[config.mk]
export PLATFORM = sky130hd
export DESIGN_NAME = ldpc_frame_buffer_derandomizer_flat
export DESIGN_NICKNAME = d
export VERILOG_FILES = /design/src/fbd_pkg.sv /design/src/fbd_ifs.sv /design/src/ldpc_frame_buffer_derandomizer.sv /design/src/fbd_front.sv /design/src/fbd_queue.sv /design/src/fbd_back.sv /design/src/flat_wrapper.sv
export SDC_FILE = /design/constraint.sdc
export NUM_CORES = 1
export LEC_CHECK = 0
export ABC_CLOCK_PERIOD_IN_PS = 5500
export BUFFER_PORTS_ARGS = -buffer_cell sky130_fd_sc_hd__buf_2
export CELL_PAD_IN_SITES_DETAIL_PLACEMENT = 0
export CELL_PAD_IN_SITES_GLOBAL_PLACEMENT = 1
export CORE_ASPECT_RATIO = 1.4
export CORE_MARGIN = 2
export CORE_UTILIZATION = 50
export CTS_CLUSTER_SIZE = 20
export DETAILED_ROUTE_END_ITERATION = 6
export PLACE_DENSITY = 0.88
export SYNTH_ARGS = -nofsm -noshare
export SYNTH_HDL_FRONTEND = slang
export SYNTH_SLANG_ARGS = --single-unit
[constraint.sdc]
create_clock -name clk -period 5.5 [get_ports clk]
set_input_delay 1.375 -clock clk [delete_from_list [all_inputs] [get_ports clk]]
set_output_delay 1.375 -clock clk [all_outputs]
set_load 0.02 [all_outputs]
[src/fbd_pkg.sv]
// fbd_pkg: shared types, codes and constants of the LDPC frame buffer derandomizer.
// No dependencies; compiled first.
package fbd_pkg;

	localparam int FUNC_W      = 2;
	localparam int FRAME_W     = 14;
	localparam int MODE_W      = 2;
	localparam int POS_W       = 16;
	localparam int CFG_INDEX_W = 1;
	localparam int CFG_DATA_W  = 14;
	localparam int LFSR_W      = 8;
	localparam int IRIG_W      = 15;
	localparam int DEPTH_RAW_W = 12;
	localparam int QUEUE_DEPTH = 2;
	localparam int QPTR_W      = 1;
	localparam int QCNT_W      = 2;

	// request function codes
	localparam logic [FUNC_W-1:0] FUNC_IDLE    = 2'd0;
	localparam logic [FUNC_W-1:0] FUNC_WRITE   = 2'd1;
	localparam logic [FUNC_W-1:0] FUNC_RESTART = 2'd2;

	// derandomizer modes; the fourth code stores symbols unchanged
	localparam logic [MODE_W-1:0] DM_NONE  = 2'd0;
	localparam logic [MODE_W-1:0] DM_CCSDS = 2'd1;
	localparam logic [MODE_W-1:0] DM_IRIG  = 2'd2;

	// configuration register indexes
	localparam logic [CFG_INDEX_W-1:0] CFG_FRAME_BITS  = 1'd0;
	localparam logic [CFG_INDEX_W-1:0] CFG_DERAND_MODE = 1'd1;

	localparam logic [FRAME_W-1:0]      FRAME_BITS_RST = 14'd8192;
	localparam logic [LFSR_W-1:0]       LFSR_SEED      = 8'hFF;
	localparam logic [IRIG_W-1:0]       IRIG_SEED      = 15'd3;
	localparam logic signed [POS_W-1:0] POS_RST        = -16'sd1;
	localparam logic signed [POS_W-1:0] POS_MAX        = 16'sd32767;
	localparam logic [DEPTH_RAW_W-1:0]  DEPTH_DEFAULT  = 12'd128;

	typedef enum logic [1:0] {
		OP_NOP,
		OP_WRITE,
		OP_RESTART
	} op_t;

	// classified request as it sits in the queue (sample travels beside it)
	typedef struct packed {
		op_t  op;
		logic out_side;
		logic done_a;
		logic done_b;
		logic ready_a;
		logic ready_b;
	} ctrl_t;

	typedef struct packed {
		logic [QCNT_W-1:0] count;
		logic              full;
		logic              empty;
	} qstat_t;

	// per-bank depth for a given frame length, before the depth cap
	function automatic logic [DEPTH_RAW_W-1:0] depth_raw(input logic [FRAME_W-1:0] n);
		logic [DEPTH_RAW_W-1:0] d;
		unique case (n)
			14'd2048, 14'd5120: d = 12'd512;
			14'd1536:           d = 12'd256;
			14'd6144:           d = 12'd1024;
			14'd8192:           d = 12'd2048;
			default:            d = DEPTH_DEFAULT;
		endcase
		return d;
	endfunction

endpackage

[src/fbd_ifs.sv]
// fbd_ifs: valid/ready channel interfaces for symbol requests, results and config writes.
// Depends on fbd_pkg.
interface fbd_sym_if #(
	parameter int SAMPLE_BITS = 8
);
	logic                          valid;
	logic                          ready;
	logic [fbd_pkg::FUNC_W-1:0]    func;
	logic signed [SAMPLE_BITS-1:0] sample;
	logic                          out_side;
	logic                          done_a;
	logic                          done_b;
	logic                          ready_a;
	logic                          ready_b;

	modport source (output valid, func, sample, out_side, done_a, done_b, ready_a, ready_b,
		input ready);
	modport sink (input valid, func, sample, out_side, done_a, done_b, ready_a, ready_b,
		output ready);
endinterface

interface fbd_res_if #(
	parameter int SAMPLE_BITS = 8,
	parameter int BANK_W      = 4,
	parameter int OFF_W       = 11
);
	logic                              valid;
	logic                              ready;
	logic signed [SAMPLE_BITS-1:0]     sample_out;
	logic                              mem_write;
	logic [BANK_W-1:0]                 bank;
	logic [OFF_W-1:0]                  bank_offset;
	logic signed [fbd_pkg::POS_W-1:0]  write_position;
	logic                              frame_full;
	logic                              overrun;
	logic                              start_a;
	logic                              start_b;
	logic                              buffer_side;

	modport source (output valid, sample_out, mem_write, bank, bank_offset, write_position,
		frame_full, overrun, start_a, start_b, buffer_side, input ready);
	modport sink (input valid, sample_out, mem_write, bank, bank_offset, write_position,
		frame_full, overrun, start_a, start_b, buffer_side, output ready);
endinterface

interface fbd_cfg_if;
	logic                            valid;
	logic                            ready;
	logic [fbd_pkg::CFG_INDEX_W-1:0] index;
	logic [fbd_pkg::CFG_DATA_W-1:0]  data;

	modport source (output valid, index, data, input ready);
	modport sink (input valid, index, data, output ready);
endinterface

[src/ldpc_frame_buffer_derandomizer.sv]
// A request accepted by the front is written into the queue and then executed into the result
// register; throughput is one request per cycle while results are drained (results.ready high),
// with the counters and derandomizer state in fbd_back updated once per popped request.
// Reset (arst_n low, asynchronous): queue empty, no result pending, position -1,
// counters 0, bank depth 128, LFSR 0xFF, PN register 3, all flags low, frame_bits 8192,
// derand_mode 0. No clearing pass; requests are taken right after reset.
module ldpc_frame_buffer_derandomizer #(
	parameter int BANK_COUNT     = 11,
	parameter int MAX_BANK_DEPTH = 2048,
	parameter int SAMPLE_BITS    = 8
) (
	input  logic     clk,
	input  logic     arst_n,
	fbd_sym_if.sink  symbols,
	fbd_res_if.source results,
	fbd_cfg_if.sink  cfg
);

	localparam int DATA_W = $bits(fbd_pkg::ctrl_t) + SAMPLE_BITS;

	// configuration registers; to be written only while no request is in flight (user's duty, not enforced)
	logic [fbd_pkg::FRAME_W-1:0] frame_bits_q;
	logic [fbd_pkg::MODE_W-1:0]  derand_mode_q;

	// front-to-back queue
	logic              push;
	logic              pop;
	logic [DATA_W-1:0] entry;
	logic [DATA_W-1:0] head;
	fbd_pkg::qstat_t   q_stat;

	assign cfg.ready = 1'b1;

	always_ff @(posedge clk or negedge arst_n) begin
		if (!arst_n) begin
			frame_bits_q  <= fbd_pkg::FRAME_BITS_RST;
			derand_mode_q <= fbd_pkg::DM_NONE;
		end else if (cfg.valid) begin
			unique case (cfg.index)
				fbd_pkg::CFG_FRAME_BITS:  frame_bits_q  <= cfg.data[fbd_pkg::FRAME_W-1:0];
				fbd_pkg::CFG_DERAND_MODE: derand_mode_q <= cfg.data[fbd_pkg::MODE_W-1:0];
				default: begin
				end
			endcase
		end
	end

	// front: takes a request whenever the queue has room, decodes func
	fbd_front #(
		.SAMPLE_BITS (SAMPLE_BITS),
		.DATA_W      (DATA_W)
	) u_front (
		.symbols (symbols),
		.q_stat  (q_stat),
		.push    (push),
		.entry   (entry)
	);

	// two entries decouple request intake from result back-pressure
	fbd_queue #(
		.DATA_W (DATA_W)
	) u_queue (
		.clk    (clk),
		.arst_n (arst_n),
		.push   (push),
		.entry  (entry),
		.pop    (pop),
		.head   (head),
		.q_stat (q_stat)
	);

	// back: pops when the result register is free or being drained
	fbd_back #(
		.BANK_COUNT     (BANK_COUNT),
		.MAX_BANK_DEPTH (MAX_BANK_DEPTH),
		.SAMPLE_BITS    (SAMPLE_BITS),
		.DATA_W         (DATA_W)
	) u_back (
		.clk         (clk),
		.arst_n      (arst_n),
		.frame_bits  (frame_bits_q),
		.derand_mode (derand_mode_q),
		.q_stat      (q_stat),
		.head        (head),
		.pop         (pop),
		.results     (results)
	);

	// queue occupancy tracks a push that is not matched by a pop
	a_queue_count: assert property (@(posedge clk) disable iff (!arst_n)
		push && !pop |=> q_stat.count == $past(q_stat.count) + 2'd1)
		else $error("queue count did not follow push");

	// overrun is only ever raised together with full and cleared with it
	a_overrun_full: assert property (@(posedge clk) disable iff (!arst_n)
		results.valid && results.overrun |-> results.frame_full)
		else $error("overrun without frame_full");

	// writes stay inside the bank array
	a_bank_range: assert property (@(posedge clk) disable iff (!arst_n)
		results.valid && results.mem_write |-> 32'(results.bank) < BANK_COUNT)
		else $error("bank write beyond last bank");

endmodule

[src/fbd_front.sv]
// fbd_front: accepts symbol requests, decodes the function code, pushes into the queue.
// Depends on fbd_pkg and fbd_sym_if.
module fbd_front #(
	parameter int SAMPLE_BITS = 8,
	parameter int DATA_W      = $bits(fbd_pkg::ctrl_t) + SAMPLE_BITS
) (
	fbd_sym_if.sink           symbols,
	input  fbd_pkg::qstat_t   q_stat,
	output logic              push,
	output logic [DATA_W-1:0] entry
);

	fbd_pkg::ctrl_t ctrl;

	assign symbols.ready = !q_stat.full;
	assign push          = symbols.valid && !q_stat.full;

	always_comb begin
		unique case (symbols.func)
			fbd_pkg::FUNC_WRITE:   ctrl.op = fbd_pkg::OP_WRITE;
			fbd_pkg::FUNC_RESTART: ctrl.op = fbd_pkg::OP_RESTART;
			default:               ctrl.op = fbd_pkg::OP_NOP;	// idle and spare code
		endcase
		ctrl.out_side = symbols.out_side;
		ctrl.done_a   = symbols.done_a;
		ctrl.done_b   = symbols.done_b;
		ctrl.ready_a  = symbols.ready_a;
		ctrl.ready_b  = symbols.ready_b;
	end

	assign entry = {ctrl, symbols.sample};

endmodule

[src/fbd_queue.sv]
// fbd_queue: two-entry FIFO between request decode and execution.
// Depends on fbd_pkg.
module fbd_queue #(
	parameter int DATA_W = 16
) (
	input  logic              clk,
	input  logic              arst_n,
	input  logic              push,
	input  logic [DATA_W-1:0] entry,
	input  logic              pop,
	output logic [DATA_W-1:0] head,
	output fbd_pkg::qstat_t   q_stat
);

	logic [DATA_W-1:0]              mem_q [fbd_pkg::QUEUE_DEPTH];
	logic [fbd_pkg::QPTR_W-1:0]     wr_ptr_q;
	logic [fbd_pkg::QPTR_W-1:0]     rd_ptr_q;
	logic [fbd_pkg::QCNT_W-1:0]     count_q;
	logic                           do_push;
	logic                           do_pop;

	assign q_stat.count = count_q;
	assign q_stat.full  = (count_q == fbd_pkg::QCNT_W'(fbd_pkg::QUEUE_DEPTH));
	assign q_stat.empty = (count_q == '0);
	assign do_push      = push && !q_stat.full;
	assign do_pop       = pop && !q_stat.empty;
	assign head         = mem_q[rd_ptr_q];

	always_ff @(posedge clk) begin
		if (do_push) begin
			mem_q[wr_ptr_q] <= entry;
		end
	end

	always_ff @(posedge clk or negedge arst_n) begin
		if (!arst_n) begin
			wr_ptr_q <= '0;
			rd_ptr_q <= '0;
			count_q  <= '0;
		end else begin
			if (do_push) begin
				wr_ptr_q <= wr_ptr_q + 1'b1;
			end
			if (do_pop) begin
				rd_ptr_q <= rd_ptr_q + 1'b1;
			end
			if (do_push && !do_pop) begin
				count_q <= count_q + 1'b1;
			end else if (do_pop && !do_push) begin
				count_q <= count_q - 1'b1;
			end
		end
	end

endmodule

[src/fbd_back.sv]
// fbd_back: executes queued requests - derandomizer, bank/offset counters, frame flags -
// and holds the result register. Depends on fbd_pkg and fbd_res_if.
module fbd_back #(
	parameter int BANK_COUNT     = 11,
	parameter int MAX_BANK_DEPTH = 2048,
	parameter int SAMPLE_BITS    = 8,
	parameter int DATA_W         = $bits(fbd_pkg::ctrl_t) + SAMPLE_BITS
) (
	input  logic                        clk,
	input  logic                        arst_n,
	input  logic [fbd_pkg::FRAME_W-1:0] frame_bits,
	input  logic [fbd_pkg::MODE_W-1:0]  derand_mode,
	input  fbd_pkg::qstat_t             q_stat,
	input  logic [DATA_W-1:0]           head,
	output logic                        pop,
	fbd_res_if.source                   results
);

	localparam int CTRL_W     = $bits(fbd_pkg::ctrl_t);
	localparam int BANK_W     = (BANK_COUNT > 1) ? $clog2(BANK_COUNT) : 1;
	localparam int BANK_CNT_W = $clog2(BANK_COUNT + 1);
	localparam int OFF_W      = $clog2(MAX_BANK_DEPTH);
	localparam int OFF_CNT_W  = $clog2(MAX_BANK_DEPTH + 1);
	localparam int POS_W      = fbd_pkg::POS_W;

	fbd_pkg::ctrl_t                ctrl;
	logic [SAMPLE_BITS-1:0]        s;

	// execution state
	logic signed [POS_W-1:0]           pos_q, pos_d;
	logic [OFF_CNT_W-1:0]              off_q, off_d, off_inc;
	logic [BANK_CNT_W-1:0]             bank_q, bank_d;
	logic [OFF_CNT_W-1:0]              depth_q, depth_d;
	logic [fbd_pkg::LFSR_W-1:0]        lfsr_q, lfsr_d;
	logic [fbd_pkg::IRIG_W-1:0]        irig_q, irig_d;
	logic                              side_q, side_d;
	logic                              full_q, full_d;
	logic                              overrun_q, overrun_d;
	logic                              start_a_q, start_a_d;
	logic                              start_b_q, start_b_d;
	logic [SAMPLE_BITS-1:0]            last_q, last_d;

	// per-request result fields
	logic                              res_valid_q;
	logic                              wr_q, wr_d;
	logic [BANK_W-1:0]                 wbank_q, wbank_d;
	logic [OFF_W-1:0]                  woff_q, woff_d;

	logic signed [POS_W-1:0]           pos_inc;
	logic [fbd_pkg::DEPTH_RAW_W-1:0]   raw_depth;
	logic [OFF_CNT_W-1:0]              new_depth;
	logic                              neg;
	logic                              lfsr_fb;
	logic                              frame_end;

	assign ctrl = fbd_pkg::ctrl_t'(head[DATA_W-1 -: CTRL_W]);
	assign s    = head[SAMPLE_BITS-1:0];
	assign pop  = !q_stat.empty && (!res_valid_q || results.ready);

	assign raw_depth = fbd_pkg::depth_raw(frame_bits);
	assign new_depth = (32'(raw_depth) > MAX_BANK_DEPTH) ? OFF_CNT_W'(MAX_BANK_DEPTH)
		: OFF_CNT_W'(raw_depth);

	assign pos_inc   = (pos_q == fbd_pkg::POS_MAX) ? pos_q : pos_q + POS_W'(1);
	// position is never negative after a write, so compare as unsigned with one extra bit
	assign frame_end = (({1'b0, pos_inc} + (POS_W + 1)'(1)) == (POS_W + 1)'(frame_bits));
	assign off_inc   = off_q + 1'b1;
	assign lfsr_fb   = lfsr_q[0] ^ lfsr_q[3] ^ lfsr_q[5] ^ lfsr_q[7];

	always_comb begin
		pos_d     = pos_q;
		off_d     = off_q;
		bank_d    = bank_q;
		depth_d   = depth_q;
		lfsr_d    = lfsr_q;
		irig_d    = irig_q;
		side_d    = side_q;
		full_d    = full_q;
		overrun_d = overrun_q;
		start_a_d = start_a_q;
		start_b_d = start_b_q;
		last_d    = last_q;
		wr_d      = 1'b0;
		wbank_d   = '0;
		woff_d    = '0;
		neg       = 1'b0;

		unique case (ctrl.op)
			fbd_pkg::OP_RESTART: begin
				pos_d     = fbd_pkg::POS_RST;
				off_d     = '0;
				bank_d    = '0;
				depth_d   = new_depth;
				lfsr_d    = fbd_pkg::LFSR_SEED;
				full_d    = 1'b0;
				overrun_d = 1'b0;
				side_d    = ctrl.out_side;
			end
			fbd_pkg::OP_WRITE: begin
				pos_d = pos_inc;
				if (derand_mode == fbd_pkg::DM_CCSDS) begin
					neg    = lfsr_q[0];
					lfsr_d = {lfsr_fb, lfsr_q[fbd_pkg::LFSR_W-1:1]};
				end else if (derand_mode == fbd_pkg::DM_IRIG) begin
					// self-synchronizing: shift in the received sign
					neg    = irig_q[13] ^ irig_q[14];
					irig_d = {irig_q[fbd_pkg::IRIG_W-2:0], s[SAMPLE_BITS-1]};
				end
				last_d = neg ? SAMPLE_BITS'(~s + 1'b1) : s;	// most negative wraps

				if (bank_q < BANK_CNT_W'(BANK_COUNT)) begin
					wr_d    = 1'b1;
					wbank_d = BANK_W'(bank_q);
					woff_d  = OFF_W'(off_q);
					if (off_inc >= depth_q) begin
						off_d  = '0;
						bank_d = bank_q + 1'b1;
					end else begin
						off_d = off_inc;
					end
				end

				if (frame_end) begin
					full_d = 1'b1;
					if (!side_q) begin
						start_a_d = 1'b1;
						if (!ctrl.done_b) overrun_d = 1'b1;
					end else begin
						start_b_d = 1'b1;
						if (!ctrl.done_a) overrun_d = 1'b1;
					end
				end
			end
			default: begin
			end
		endcase

		// decoder handshake wins over a start raised in the same request
		if (ctrl.ready_a) start_a_d = 1'b0;
		if (ctrl.ready_b) start_b_d = 1'b0;
	end

	always_ff @(posedge clk or negedge arst_n) begin
		if (!arst_n) begin
			res_valid_q <= 1'b0;
			pos_q       <= fbd_pkg::POS_RST;
			off_q       <= '0;
			bank_q      <= '0;
			depth_q     <= OFF_CNT_W'(fbd_pkg::DEPTH_DEFAULT);
			lfsr_q      <= fbd_pkg::LFSR_SEED;
			irig_q      <= fbd_pkg::IRIG_SEED;
			side_q      <= 1'b0;
			full_q      <= 1'b0;
			overrun_q   <= 1'b0;
			start_a_q   <= 1'b0;
			start_b_q   <= 1'b0;
			last_q      <= '0;
		end else begin
			if (pop) begin
				res_valid_q <= 1'b1;
				pos_q       <= pos_d;
				off_q       <= off_d;
				bank_q      <= bank_d;
				depth_q     <= depth_d;
				lfsr_q      <= lfsr_d;
				irig_q      <= irig_d;
				side_q      <= side_d;
				full_q      <= full_d;
				overrun_q   <= overrun_d;
				start_a_q   <= start_a_d;
				start_b_q   <= start_b_d;
				last_q      <= last_d;
			end else if (results.ready) begin
				res_valid_q <= 1'b0;
			end
		end
	end

	always_ff @(posedge clk) begin
		if (pop) begin
			wr_q    <= wr_d;
			wbank_q <= wbank_d;
			woff_q  <= woff_d;
		end
	end

	assign results.valid          = res_valid_q;
	assign results.sample_out     = last_q;
	assign results.mem_write      = wr_q;
	assign results.bank           = wbank_q;
	assign results.bank_offset    = woff_q;
	assign results.write_position = pos_q;
	assign results.frame_full     = full_q;
	assign results.overrun        = overrun_q;
	assign results.start_a        = start_a_q;
	assign results.start_b        = start_b_q;
	assign results.buffer_side    = side_q;

endmodule
[src/flat_wrapper.sv]
// flat-port wrapper written by rule: the top's interface ports become plain ports
module ldpc_frame_buffer_derandomizer_flat 
#(
	parameter int BANK_COUNT     = 11,
	parameter int MAX_BANK_DEPTH = 2048,
	parameter int SAMPLE_BITS    = 8
)
  (clk, arst_n, symbols_valid, symbols_func, symbols_sample, symbols_out_side, symbols_done_a, symbols_done_b, symbols_ready_a, symbols_ready_b, symbols_ready, results_valid, results_sample_out, results_mem_write, results_bank, results_bank_offset, results_write_position, results_frame_full, results_overrun, results_start_a, results_start_b, results_buffer_side, results_ready, cfg_valid, cfg_index, cfg_data, cfg_ready);
  fbd_sym_if #(.SAMPLE_BITS(SAMPLE_BITS)) symbols_i ();
  fbd_res_if #(.SAMPLE_BITS(SAMPLE_BITS)) results_i ();
  fbd_cfg_if cfg_i ();
  input  logic clk;
  input  logic arst_n;
  input wire logic [$bits(symbols_i.valid)-1:0] symbols_valid;
  input wire logic [$bits(symbols_i.func)-1:0] symbols_func;
  input wire logic [$bits(symbols_i.sample)-1:0] symbols_sample;
  input wire logic [$bits(symbols_i.out_side)-1:0] symbols_out_side;
  input wire logic [$bits(symbols_i.done_a)-1:0] symbols_done_a;
  input wire logic [$bits(symbols_i.done_b)-1:0] symbols_done_b;
  input wire logic [$bits(symbols_i.ready_a)-1:0] symbols_ready_a;
  input wire logic [$bits(symbols_i.ready_b)-1:0] symbols_ready_b;
  output wire logic [$bits(symbols_i.ready)-1:0] symbols_ready;
  output wire logic [$bits(results_i.valid)-1:0] results_valid;
  output wire logic [$bits(results_i.sample_out)-1:0] results_sample_out;
  output wire logic [$bits(results_i.mem_write)-1:0] results_mem_write;
  output wire logic [$bits(results_i.bank)-1:0] results_bank;
  output wire logic [$bits(results_i.bank_offset)-1:0] results_bank_offset;
  output wire logic [$bits(results_i.write_position)-1:0] results_write_position;
  output wire logic [$bits(results_i.frame_full)-1:0] results_frame_full;
  output wire logic [$bits(results_i.overrun)-1:0] results_overrun;
  output wire logic [$bits(results_i.start_a)-1:0] results_start_a;
  output wire logic [$bits(results_i.start_b)-1:0] results_start_b;
  output wire logic [$bits(results_i.buffer_side)-1:0] results_buffer_side;
  input wire logic [$bits(results_i.ready)-1:0] results_ready;
  input wire logic [$bits(cfg_i.valid)-1:0] cfg_valid;
  input wire logic [$bits(cfg_i.index)-1:0] cfg_index;
  input wire logic [$bits(cfg_i.data)-1:0] cfg_data;
  output wire logic [$bits(cfg_i.ready)-1:0] cfg_ready;
  assign symbols_i.valid = symbols_valid;
  assign symbols_i.func = symbols_func;
  assign symbols_i.sample = symbols_sample;
  assign symbols_i.out_side = symbols_out_side;
  assign symbols_i.done_a = symbols_done_a;
  assign symbols_i.done_b = symbols_done_b;
  assign symbols_i.ready_a = symbols_ready_a;
  assign symbols_i.ready_b = symbols_ready_b;
  assign symbols_ready = symbols_i.ready;
  assign results_valid = results_i.valid;
  assign results_sample_out = results_i.sample_out;
  assign results_mem_write = results_i.mem_write;
  assign results_bank = results_i.bank;
  assign results_bank_offset = results_i.bank_offset;
  assign results_write_position = results_i.write_position;
  assign results_frame_full = results_i.frame_full;
  assign results_overrun = results_i.overrun;
  assign results_start_a = results_i.start_a;
  assign results_start_b = results_i.start_b;
  assign results_buffer_side = results_i.buffer_side;
  assign results_i.ready = results_ready;
  assign cfg_i.valid = cfg_valid;
  assign cfg_i.index = cfg_index;
  assign cfg_i.data = cfg_data;
  assign cfg_ready = cfg_i.ready;
  ldpc_frame_buffer_derandomizer #(.BANK_COUNT(BANK_COUNT), .MAX_BANK_DEPTH(MAX_BANK_DEPTH), .SAMPLE_BITS(SAMPLE_BITS)) u_core (.clk(clk), .arst_n(arst_n), .symbols(symbols_i), .results(results_i), .cfg(cfg_i));
endmodule
Yosys cells after proc, flatten, opt, wreduce, memory -nomap -nowiden. Memory sizes are Yosys's and may differ from the RTL's. Cells that the tools add are included.

Register bits: 117. RAM bits: 30. Input bits: 35. Memories kept: 1.

Memories: u_core.u_queue.mem_q (depth 2, bits a word 15, read ports 1, clocked after Yosys merged registers in 0, wr ports 1, RTL line fbd_queue.sv:15) `logic [DATA_W-1:0] mem_q [fbd_pkg::QUEUE_DEPTH];`.

$add $sub $neg: 9. Magnitude comparators: 3. Equal/unequal tests: 21. Mux-type cells: 39. Bitwise operators: 7. Reduce and logical (&&, ||, !) cells: 36.

Operators by type and width (count): $pmux 12 s4 (1); $mux 12 (3); $pmux 16 s2 (1); $eq 14x13->1 const B (2); $pmux 12 s2 (1); $mux 1 (21); $add 16x1->17 const B (1); $eq 17x14->1 (1); $add 16x2->16 const B (1); $eq 16x16->1 const B (1); $mux 16 (1); $mux 8 (2); $pmux 8 s2 (1); $reduce_and 4->1 (4); $reduce_bool 2->1 (8); $eq 14x11->1 const B (1); $eq 14x12->1 const B (1); $eq 14x14->1 const B (1); $add 12x1->12 const B (1); $ge 12x12->1 (1); $gt 12x12->1 const B (1); $reduce_and 2->1 (6); $reduce_and 3->1 (3); $add 8x1->8 const B (1); 24 further kinds (50).

Logic depth before layout (Yosys ltp). Gate-level depths: netlist (run 1).

Depth in word-level cells: 8. Gate-level depth with buffers: 16. Mapped depth without buffers: 15.

Modules after synthesis. Synthesis (run 1) repeated with hierarchy kept, for this count alone.

Cell total of the unflattened synthesis: 678. Area, all modules: 7467.2 um2.

By module, submodules not included: fbd_back (instances 1, cells each 557, area an instance 5333.9 um2); fbd_queue (instances 1, cells each 66, area an instance 1331.3 um2); ldpc_frame_buffer_derandomizer (instances 1, cells each 38, area an instance 679.4 um2); fbd_front (instances 1, cells each 17, area an instance 122.6 um2).

Worst setup path after synthesis (run 1). No wires, ideal clock.

Path type: input -> register. From: input port results_ready. To: register u_core.u_back.irig_q[10] in the netlist's numbering. Library setup time: 125 ps. Arrival time: 3423 ps. Slack: 1953 ps. Stages on the path: 6. Buffers on the path: 1. Path through: nand2b_1 > o21ai_1 > clkinv_1 > nand3_1 > clkbuf_1 > mux2_2.

Word-level cells in the longest chain between the ends: 3.

Ends and longest elaborated chain: from (decl) (RTL line flat_wrapper.sv:34) `input wire logic [$bits(results_i.ready)-1:0] results_ready;`; $logic_or 1x1->1 (RTL line fbd_back.sv:58) `assign pop = !q_stat.empty && (!res_valid_q || results.ready);`; $logic_and 1x1->1 (RTL line fbd_back.sv:58); net u_core.pop (RTL line ldpc_frame_buffer_derandomizer.sv:27) `logic pop;`; $reduce_and 4->1 (no source line); to (signal assigned) (RTL line fbd_back.sv:151) `irig_q <= fbd_pkg::IRIG_SEED;`; to (signal assigned) (RTL line fbd_back.sv:166) `irig_q <= irig_d;`; to (decl) (RTL line fbd_back.sv:35) `logic [fbd_pkg::IRIG_W-1:0] irig_q, irig_d;`.

The timed path passes the listed nets, and every way through them passes these cells. A chain may end at the register's enable or synchronous reset.

Worst setup path in the final report (run 1).
From: register u_core.u_back.pos_q[0] (netlist: u_core.u_back.results.write_position[0]). To: register u_core.u_back.start_a_q (netlist: u_core.u_back.results.start_a).

Word-level cells in the longest chain between the ends: 6. Elaborated cells on any way between the ends: 7. Classes of those cells: 2 x add/sub; 2 x eq/ne; 1 x mux; 2 x reduce/logical.

Ends and longest elaborated chain: from (decl) (RTL line fbd_back.sv:30) `logic signed [POS_W-1:0] pos_q, pos_d;`; from (signal assigned) (RTL line fbd_back.sv:146) `pos_q <= fbd_pkg::POS_RST;`; from (signal assigned) (RTL line fbd_back.sv:161) `pos_q <= pos_d;`; $add 16x2->16 or $eq 16x16->1 (tied branches) (RTL line fbd_back.sv:64) `assign pos_inc = (pos_q == fbd_pkg::POS_MAX) ? pos_q : pos_q + POS_W'(1);`; $mux 16 * (RTL line fbd_back.sv:64); $add 16x1->17 * (RTL line fbd_back.sv:66) `assign frame_end = (({1'b0, pos_inc} + (POS_W + 1)'(1)) == (POS_W + 1)'(frame_bits));`; $eq 17x14->1 * (RTL line fbd_back.sv:66); $reduce_bool 2->1 (no source line) *; $reduce_and 4->1 (no source line) *; to (signal assigned) (RTL line fbd_back.sv:170) `start_a_q <= start_a_d;`; to (decl) (RTL line fbd_back.sv:39) `logic start_a_q, start_a_d;`.

Every way passes the cells marked *; elsewhere a longest branch is shown, timed or not.

==> metrics.csv, run 1 <==
stage,metric,value,unit
critical_path,cp_top_family,simple AND/OR/NAND/NOR gates,
clock_tree,clkSinkCount,140,
critical_path,cp-start-kind,flop,
pwr,p_int,2.80,mW
clock_tree,h-tree-depth,4,
logic_synthesis,synth_ff_type,dfrtp_1,
critical_path,crit_arrival,4.56,ns
clock_tree,cts_buffers,17,
sta,final.min_clock_period,4.22,ns
global_routing,grt.total_usage,0.219,
critical_path,cp_data_required_time,5.84,ns
finish,final_cell_area,8470,sq um
clock_tree,post_cts_buffers,0,
pwr,power,4.88,mW
pwr,power_frac_seq,0.342,
die,start_util,0.510,
job,max_cap_viol_count,0,
sta,maxClockFrequency,0.237,GHz
sta,timing.final.ws_setup,1.28,ns
finish,drive_above_1_share,0.266,
logic_synthesis,yosys_warnings,0,
critical_path,critPathMaxFanout,15,
critical_path,critPathSlowestCell,nor4_2,
pwr,p_comb_frac,0.433,
logic_synthesis,synth_area_leaders,"dfrtp_1 (22%), edfxtp_1 (19%), dfstp_2 (10%)",
finish,area_growth,15.0,%
pwr,p_leak,3.64,nW
sta,whs,0.499,ns
place,dp_cells,925,
die,core_area,14400,sq um
critical_path,crit_type,flop to flop,
sta,final.setup.tns,0,ns
finish,multi_input_area,3350,sq um
logic_synthesis,syn_nets,735,
routing,vias,5580,
pwr,peakVddDrop,0.307,mV
finish,layout_common_cells,"buf_2 (80), dfrtp_1 (66), o21ai_0 (58)",
routing,first_pass_iters,5,
die,num_rows,52,
routing,wirelength,16600,um
sta,period_share,0.768,
routing,detail-route-antenna-nets,0,
critical_path,path_cells,ha_1 > nand4_2 > nor4_2 > nand2_1 > nand2_1 > ha_1 > xor2_1 > xnor2_1 > xnor2_1 > nor3_1 > o21a_1 > o311ai_0 > a211oi_1 > nand4_2 > o21ai_1,
sta,hold_viol_final,0,
critical_path,crit_buf_inv,0,
die,io_pins,83,
worst_hold_path,hold_class,flop to flop,
logic_synthesis,post-synth-top-area-cell,dfrtp_1,
finish,utilization,0.586,
routing,wire_per_inst,17.4,um
clock_tree,cts_tree,built,
place,dpl_cell_area,7890,sq um
finish,final_common_cell,buf_2,
sta,rsz0062_at_grt,false,
routing,drt_iter0_drc,247,
logic_synthesis,ys_seq_area_frac,0.512,
global_routing,grt_pass1_vias,5499,
finish,fin_nets,804,
place,finalWeightedCongestion,0.875,
sta,report.final.setup_viol,0,
clock_tree,root_buffer,clkbuf_16,
logic_synthesis,syn_area_per_cell,10.7,sq um
global_routing,grt_max_degree,58,
clock_tree,clk_pin_slew,0.06,ns
run_status,status,completed,
logic_synthesis,ys_async_sr_fraction,0.671,
sta,worst_pin_slew,1.19,ns
die,die_h,148,um
logic_synthesis,yosysTopAreaCellShare,0.224,
clock_tree,cts_hold_buf,0,
logic_synthesis,ys_ff_latch,140,
global_routing,grt_overflow,0,
global_routing,antenna_found_initial,0,
clock_tree,cts_max_path_buffers,2,
pwr,switchingPower,2.08,mW
routing,drc,0,
finish,num_antenna_cells,0,
finish,stdcell_count,957,
pwr,powerDensity,577,nW/um^2
place,io_buffer_count,81,
critical_path,crit_path_end_kind,flop,
global_routing,grt_pass1_wl,27000,um
sta,final_max_slew_viol_count,0,
routing,detail_route.vias_per_cell,5.83,
logic_synthesis,synth_cell_types,76,
place,dp.final_hpwl,12000,um
logic_synthesis,netlist_area,7360,sq um
die,dieWidth,107,um
logic_synthesis,synth_edf_count,46,
finish,seq_area,3770,sq um
die,design.die.area,15700,sq um
clock_tree,clock_latency,0.42,ns
sta,fin_skew,0.00920,ns
critical_path,slowest_delay,0.71,ns
clock_tree,post_cts_resized,0,
sta,relSlewSlack,0.204,
finish,final.fill_count,1224,
logic_synthesis,syn_inst,686,
place,pre_cts_slack,1.13,ns
pwr,power_frac_clock,0.225,
pwr,switching_share,0.426,
-- power groups by stage --
stage | clock network (mW) | registers, mW | logic, mW
finish | 1.10 | 1.67 | 2.12
global route | 1.17 | 1.71 | 2.31
CTS | 1.12 | 1.67 | 2.11
detailed placement | 0 | 1.69 | 2.09
global placement | 0 | 1.67 | 2.06
floorplan | 0 | 1.70 | 1.52
-- state kept, by name (all words and copies together), names as in the netlist, 8 cells and up --
signal                                cells
u_core.u_queue.mem_q                     30
u_core.u_back.results.write_position     16
u_core.u_back.irig_q                     15
u_core.frame_bits_q                      14
u_core.u_back.off_q                      12
u_core.u_back.results.bank_offset        11
u_core.u_back.lfsr_q                      8
u_core.u_back.results.sample_out          8
-- Yosys cell counts (all sizes together) (13+ instances only) --
cell type  count
ha            14
dfstp         28
dfrtp         66
mux2          32
nor3          13
xor2          19
xnor2         29
clkbuf        24
buf           13
nor2b         14
and3          26
a21oi         28
nand3         24
inv           22
nor2          39
a31oi         15
o21ai         67
nand2         58
edfxtp        46
mux2i         17
-- final cells by class --
| class | instances | area share |
|---|---|---|
| multi-input cells | 486 | 0.395 |
| clock inverters | 15 | 0.0177 |
| inverters | 23 | 0.0102 |
| clock buffers | 17 | 0.0502 |
| repair buffers | 87 | 0.0535 |
| flip-flops and latches | 140 | 0.445 |
| well taps | 189 | 0.0279 |
-- final timing paths --
path,slack (ns),start,cells after the start,endpoint
setup reg to reg,1.28,u_core.u_back.results.write_position[0]$_DFFE_PN1P_,15,u_core.u_back.results.start_a$_DFFE_PN0P_
min in group asynchronous,1.03,arst_n,1,u_core.u_back.off_q[7]$_DFFE_PN0P_
max in group asynchronous,3.51,arst_n,2,u_core.frame_bits_q[13]$_DFFE_PN1P_
hold reg to reg,0.50,u_core.u_back.lfsr_q[4]$_DFFE_PN1P_,2,u_core.u_back.lfsr_q[4]$_DFFE_PN1P_
hold / removal,0.50,u_core.u_back.lfsr_q[4]$_DFFE_PN1P_,2,u_core.u_back.lfsr_q[4]$_DFFE_PN1P_
setup / recovery,1.28,u_core.u_back.results.write_position[0]$_DFFE_PN1P_,15,u_core.u_back.results.start_a$_DFFE_PN0P_
-- per-layer routing --
layer | global-route usage | up-vias | wire, um
met5 | 0 | - | 0
met4 | 0.0968 | 0 | 465
met3 | 0.0472 | 39 | 885
met2 | 0.377 | 173 | 8640
met1 | 0.263 | 2726 | 6640
li1 | - | 2642 | -
-- worst min-delay path, stage by stage, from the launching register on --
cell,delay (ns)
dfstp_2,0.37
inv_1,0.04
o21ai_0,0.08
-- cells by family (layout without fill, tap and decap cells) --
kind of cell	after synthesis	count (layout)	synth area share
AND/OR/NAND/NOR	218	218	0.164
multiplexers	50	50	0.0756
buffers and inverters	60	142	0.0338
other	1	1	0.000509
AO/OA/AOI/OAI	155	155	0.134
adder cells (fa/ha/maj)	14	14	0.0238
flip-flops	140	140	0.512
XOR/XNOR	48	48	0.0571
Note: power is estimated with default switching activity, not from simulation.
==> inputs of run 2 (changes only) <==
Settings changed: ABC_CLOCK_PERIOD_IN_PS 5500 to 4100, CORE_UTILIZATION 50 to 47, PLACE_DENSITY 0.88 to 0.84.
Clock period 5.5 ns to 4.1 ns, I/O delays scaled along.
==> run 2 against run 1 <==
Net effect:
- total power increased by 38%
- first-iteration DRC count grew 72%
- clock power rose by 38%
==> metrics.csv, run 2 (synthesized netlist as in run 1, its figures left out) <==
stage,metric,value,unit
routing,detail_route.vias_per_cell,5.75,
clock_tree,cts_tree,built,
die,dieWidth,110,um
routing,drt_iter0_drc,425,
sta,final.min_clock_period,3.58,ns
finish,top_register,u_core.u_queue.mem_q,
routing,wirelength,18100,um
pwr,peakVddDrop,0.315,mV
place,finalWeightedCongestion,0.906,
pwr,p_leak,3.71,nW
global_routing,grt_overflow,0,
place,dp_cells,946,
finish,area_growth,16.6,%
sta,final_max_slew_viol_count,0,
global_routing,grt_pass1_wl,29200,um
global_routing,grt_max_degree,67,
die,core_area,15500,sq um
pwr,p_comb_frac,0.441,
clock_tree,h-tree-depth,4,
clock_tree,clkSinkCount,140,
routing,vias,5620,
worst_hold_path,holdPathEnd,u_core.u_back.results.sample_out[0]$_DFFE_PN0P_,
routing,first_pass_iters,6,
finish,num_antenna_cells,0,
routing,drc,0,
clock_tree,cts_hold_buf,0,
routing,top_layer,met4,
die,io_pins,83,
finish,stdcell_count,978,
sta,relSlewSlack,0.418,
finish,final.fill_count,1321,
die,design.die.area,16700,sq um
routing,wl_met1,7310,um
worst_hold_path,hold_class,flop to flop,
critical_path,cp-start-kind,flop,
die,start_util,0.476,
sta,maxClockFrequency,0.279,GHz
routing,wl_met3,828,um
finish,final_common_cell,buf_2,
sta,rsz0062_at_grt,false,
routing,detail-route-antenna-nets,0,
routing,wire_per_inst,18.5,um
place,io_buffer_count,81,
finish,multi_input_area,3350,sq um
die,die_h,152,um
sta,report.final.setup_viol,0,
finish,layout_common_cells,"buf_2 (80), dfrtp_1 (66), o21ai_0 (58)",
clock_tree,clk_pin_slew,0.07,ns
finish,drive_above_1_share,0.276,
critical_path,crit_arrival,3.92,ns
routing,met2WireLength,9440,um
critical_path,rr_endpoint,u_core.u_back.results.start_b$_DFFE_PN0P_,
clock_tree,cts_max_path_buffers,2,
pwr,powerDensity,785,nW/um^2
finish,largest_register_ffs,30,
critical_path,path_cells,ha_1 > nand4_2 > nor4_2 > buf_4 > nand2_1 > nand2_1 > ha_1 > xor2_1 > xnor2_1 > xnor2_1 > nor3_1 > o21a_1 > o311ai_0 > a211oi_1 > nand4_2 > o21ai_1,
critical_path,cp_data_required_time,4.44,ns
clock_tree,cts_buffers,17,
global_routing,grt_pass1_vias,5689,
clock_tree,root_buffer,clkbuf_16,
sta,period_share,0.873,
job,max_cap_viol_count,0,
global_routing,grt.total_usage,0.226,
run_status,status,completed,
pwr,switching_share,0.424,
critical_path,crit_type,flop to flop,
finish,fin_nets,818,
sta,fin_skew,0.0132,ns
sta,hold_viol_final,0,
clock_tree,clock_latency,0.42,ns
place,dp.final_hpwl,13100,um
pwr,power_frac_clock,0.226,
finish,seq_area,3770,sq um
global_routing,antenna_found_initial,0,
pwr,power,6.74,mW
critical_path,crit_path_end_kind,flop,
critical_path,r2r_slack,0.52,ns
pwr,power_frac_seq,0.333,
worst_hold_path,min-delay-start,u_core.u_back.results.sample_out[0]$_DFFE_PN0P_,
pwr,switchingPower,2.86,mW
pwr,p_int,3.88,mW
critical_path,critPathMaxFanout,15,
clock_tree,post_cts_buffers,0,
critical_path,timing.rr.start,u_core.u_back.results.write_position[0]$_DFFE_PN1P_,
die,num_rows,54,
critical_path,reg2regPathDepth,16,
sta,worst_pin_slew,0.871,ns
critical_path,slowest_delay,0.70,ns
sta,final.setup.tns,0,ns
worst_hold_path,hold_depth,2,
clock_tree,post_cts_resized,0,
critical_path,critPathSlowestCell,dfstp_2,
[run 2: changes by cell type in the layout (fill, tap and decap cells not counted), sizes merged]
cell      before  now
buf           87  101
bufinv         0    1
clkbuf        17   18
clkinv         7    6
clkinvlp       0    1
inv           31   29
[run 2: how the worst max path moves through the flow]
stage	to	slack [ns]	start	cells past startpoint
4_1_cts	u_core.u_back.results.start_b$_DFFE_PN0P_	0.51	u_core.u_back.results.write_position[0]$_DFFE_PN1P_	16
2_1_floorplan	u_core.u_back.results.start_b$_DFFE_PN0P_	0.70	u_core.u_back.results.write_position[0]$_DFFE_PN1P_	15
5_1_grt	u_core.u_back.results.start_b$_DFFE_PN0P_	0.12	u_core.u_back.results.write_position[0]$_DFFE_PN1P_	16
6_report	u_core.u_back.results.start_b$_DFFE_PN0P_	0.52	u_core.u_back.results.write_position[0]$_DFFE_PN1P_	16
3_5_place_dp	u_core.u_back.results.start_a$_DFFE_PN0P_	0.56	u_core.u_back.results.write_position[0]$_DFFE_PN1P_	16
3_3_place_gp	u_core.u_back.results.start_a$_DFFE_PN0P_	0.62	u_core.u_back.results.write_position[0]$_DFFE_PN1P_	16
[run 2: worst max-delay path: cells and delay by family, from the launching register on]
family | cells | cell delay, ns
DFF | 1 | 0.70
and+or+nand+nor | 6 | 0.97
AOI/OAI and AO/OA | 4 | 0.69
buffers and inverters | 1 | 0.20
adders and majority gates | 2 | 0.50
xor gates and xnor gates | 3 | 0.45
[run 2: routing by layer]
metal,vias up,global-route usage
li1,2674,-
met1,2744,0.275
met2,159,0.385
met3,43,0.0468
met4,0,0.0922
met5,-,0
[run 2: power by group through the flow]
| stage | Clock, mW | Combinational, mW | Sequential (mW) |
|---|---|---|---|
| final | 1.52 | 2.97 | 2.25 |
| after global routing | 1.61 | 3.27 | 2.30 |
| after CTS | 1.55 | 2.98 | 2.24 |
| after detailed placement | 0 | 2.95 | 2.27 |
| after global placement | 0 | 2.92 | 2.25 |
| after floorplan | 0 | 2.04 | 2.28 |
[run 2: stage by stage]
| stage | area [sq um] | hold WS [ns] | setup slack, ns | util |
|---|---|---|---|---|
| global placement | 8010 | 0.463 | 0.619 | 0.517 |
| global route | 8590 | 0.513 | 0.124 | 0.555 |
| CTS | 8590 | 0.485 | 0.514 | 0.555 |
| floorplan | 7360 | 0.459 | 0.697 | - |
| detailed placement | 8010 | 0.470 | 0.557 | 0.517 |
| finish | 8590 | 0.486 | 0.519 | 0.555 |
[run 2: layout make-up]
| class | count | share of cell area |
|---|---|---|
| inverter | 23 | 0.0101 |
| tap | 196 | 0.0286 |
| timing repair buffer | 101 | 0.0650 |
| clock inverter | 14 | 0.0181 |
| multi-input combinational | 486 | 0.390 |
| sequential | 140 | 0.439 |
| clock buffer | 18 | 0.0500 |
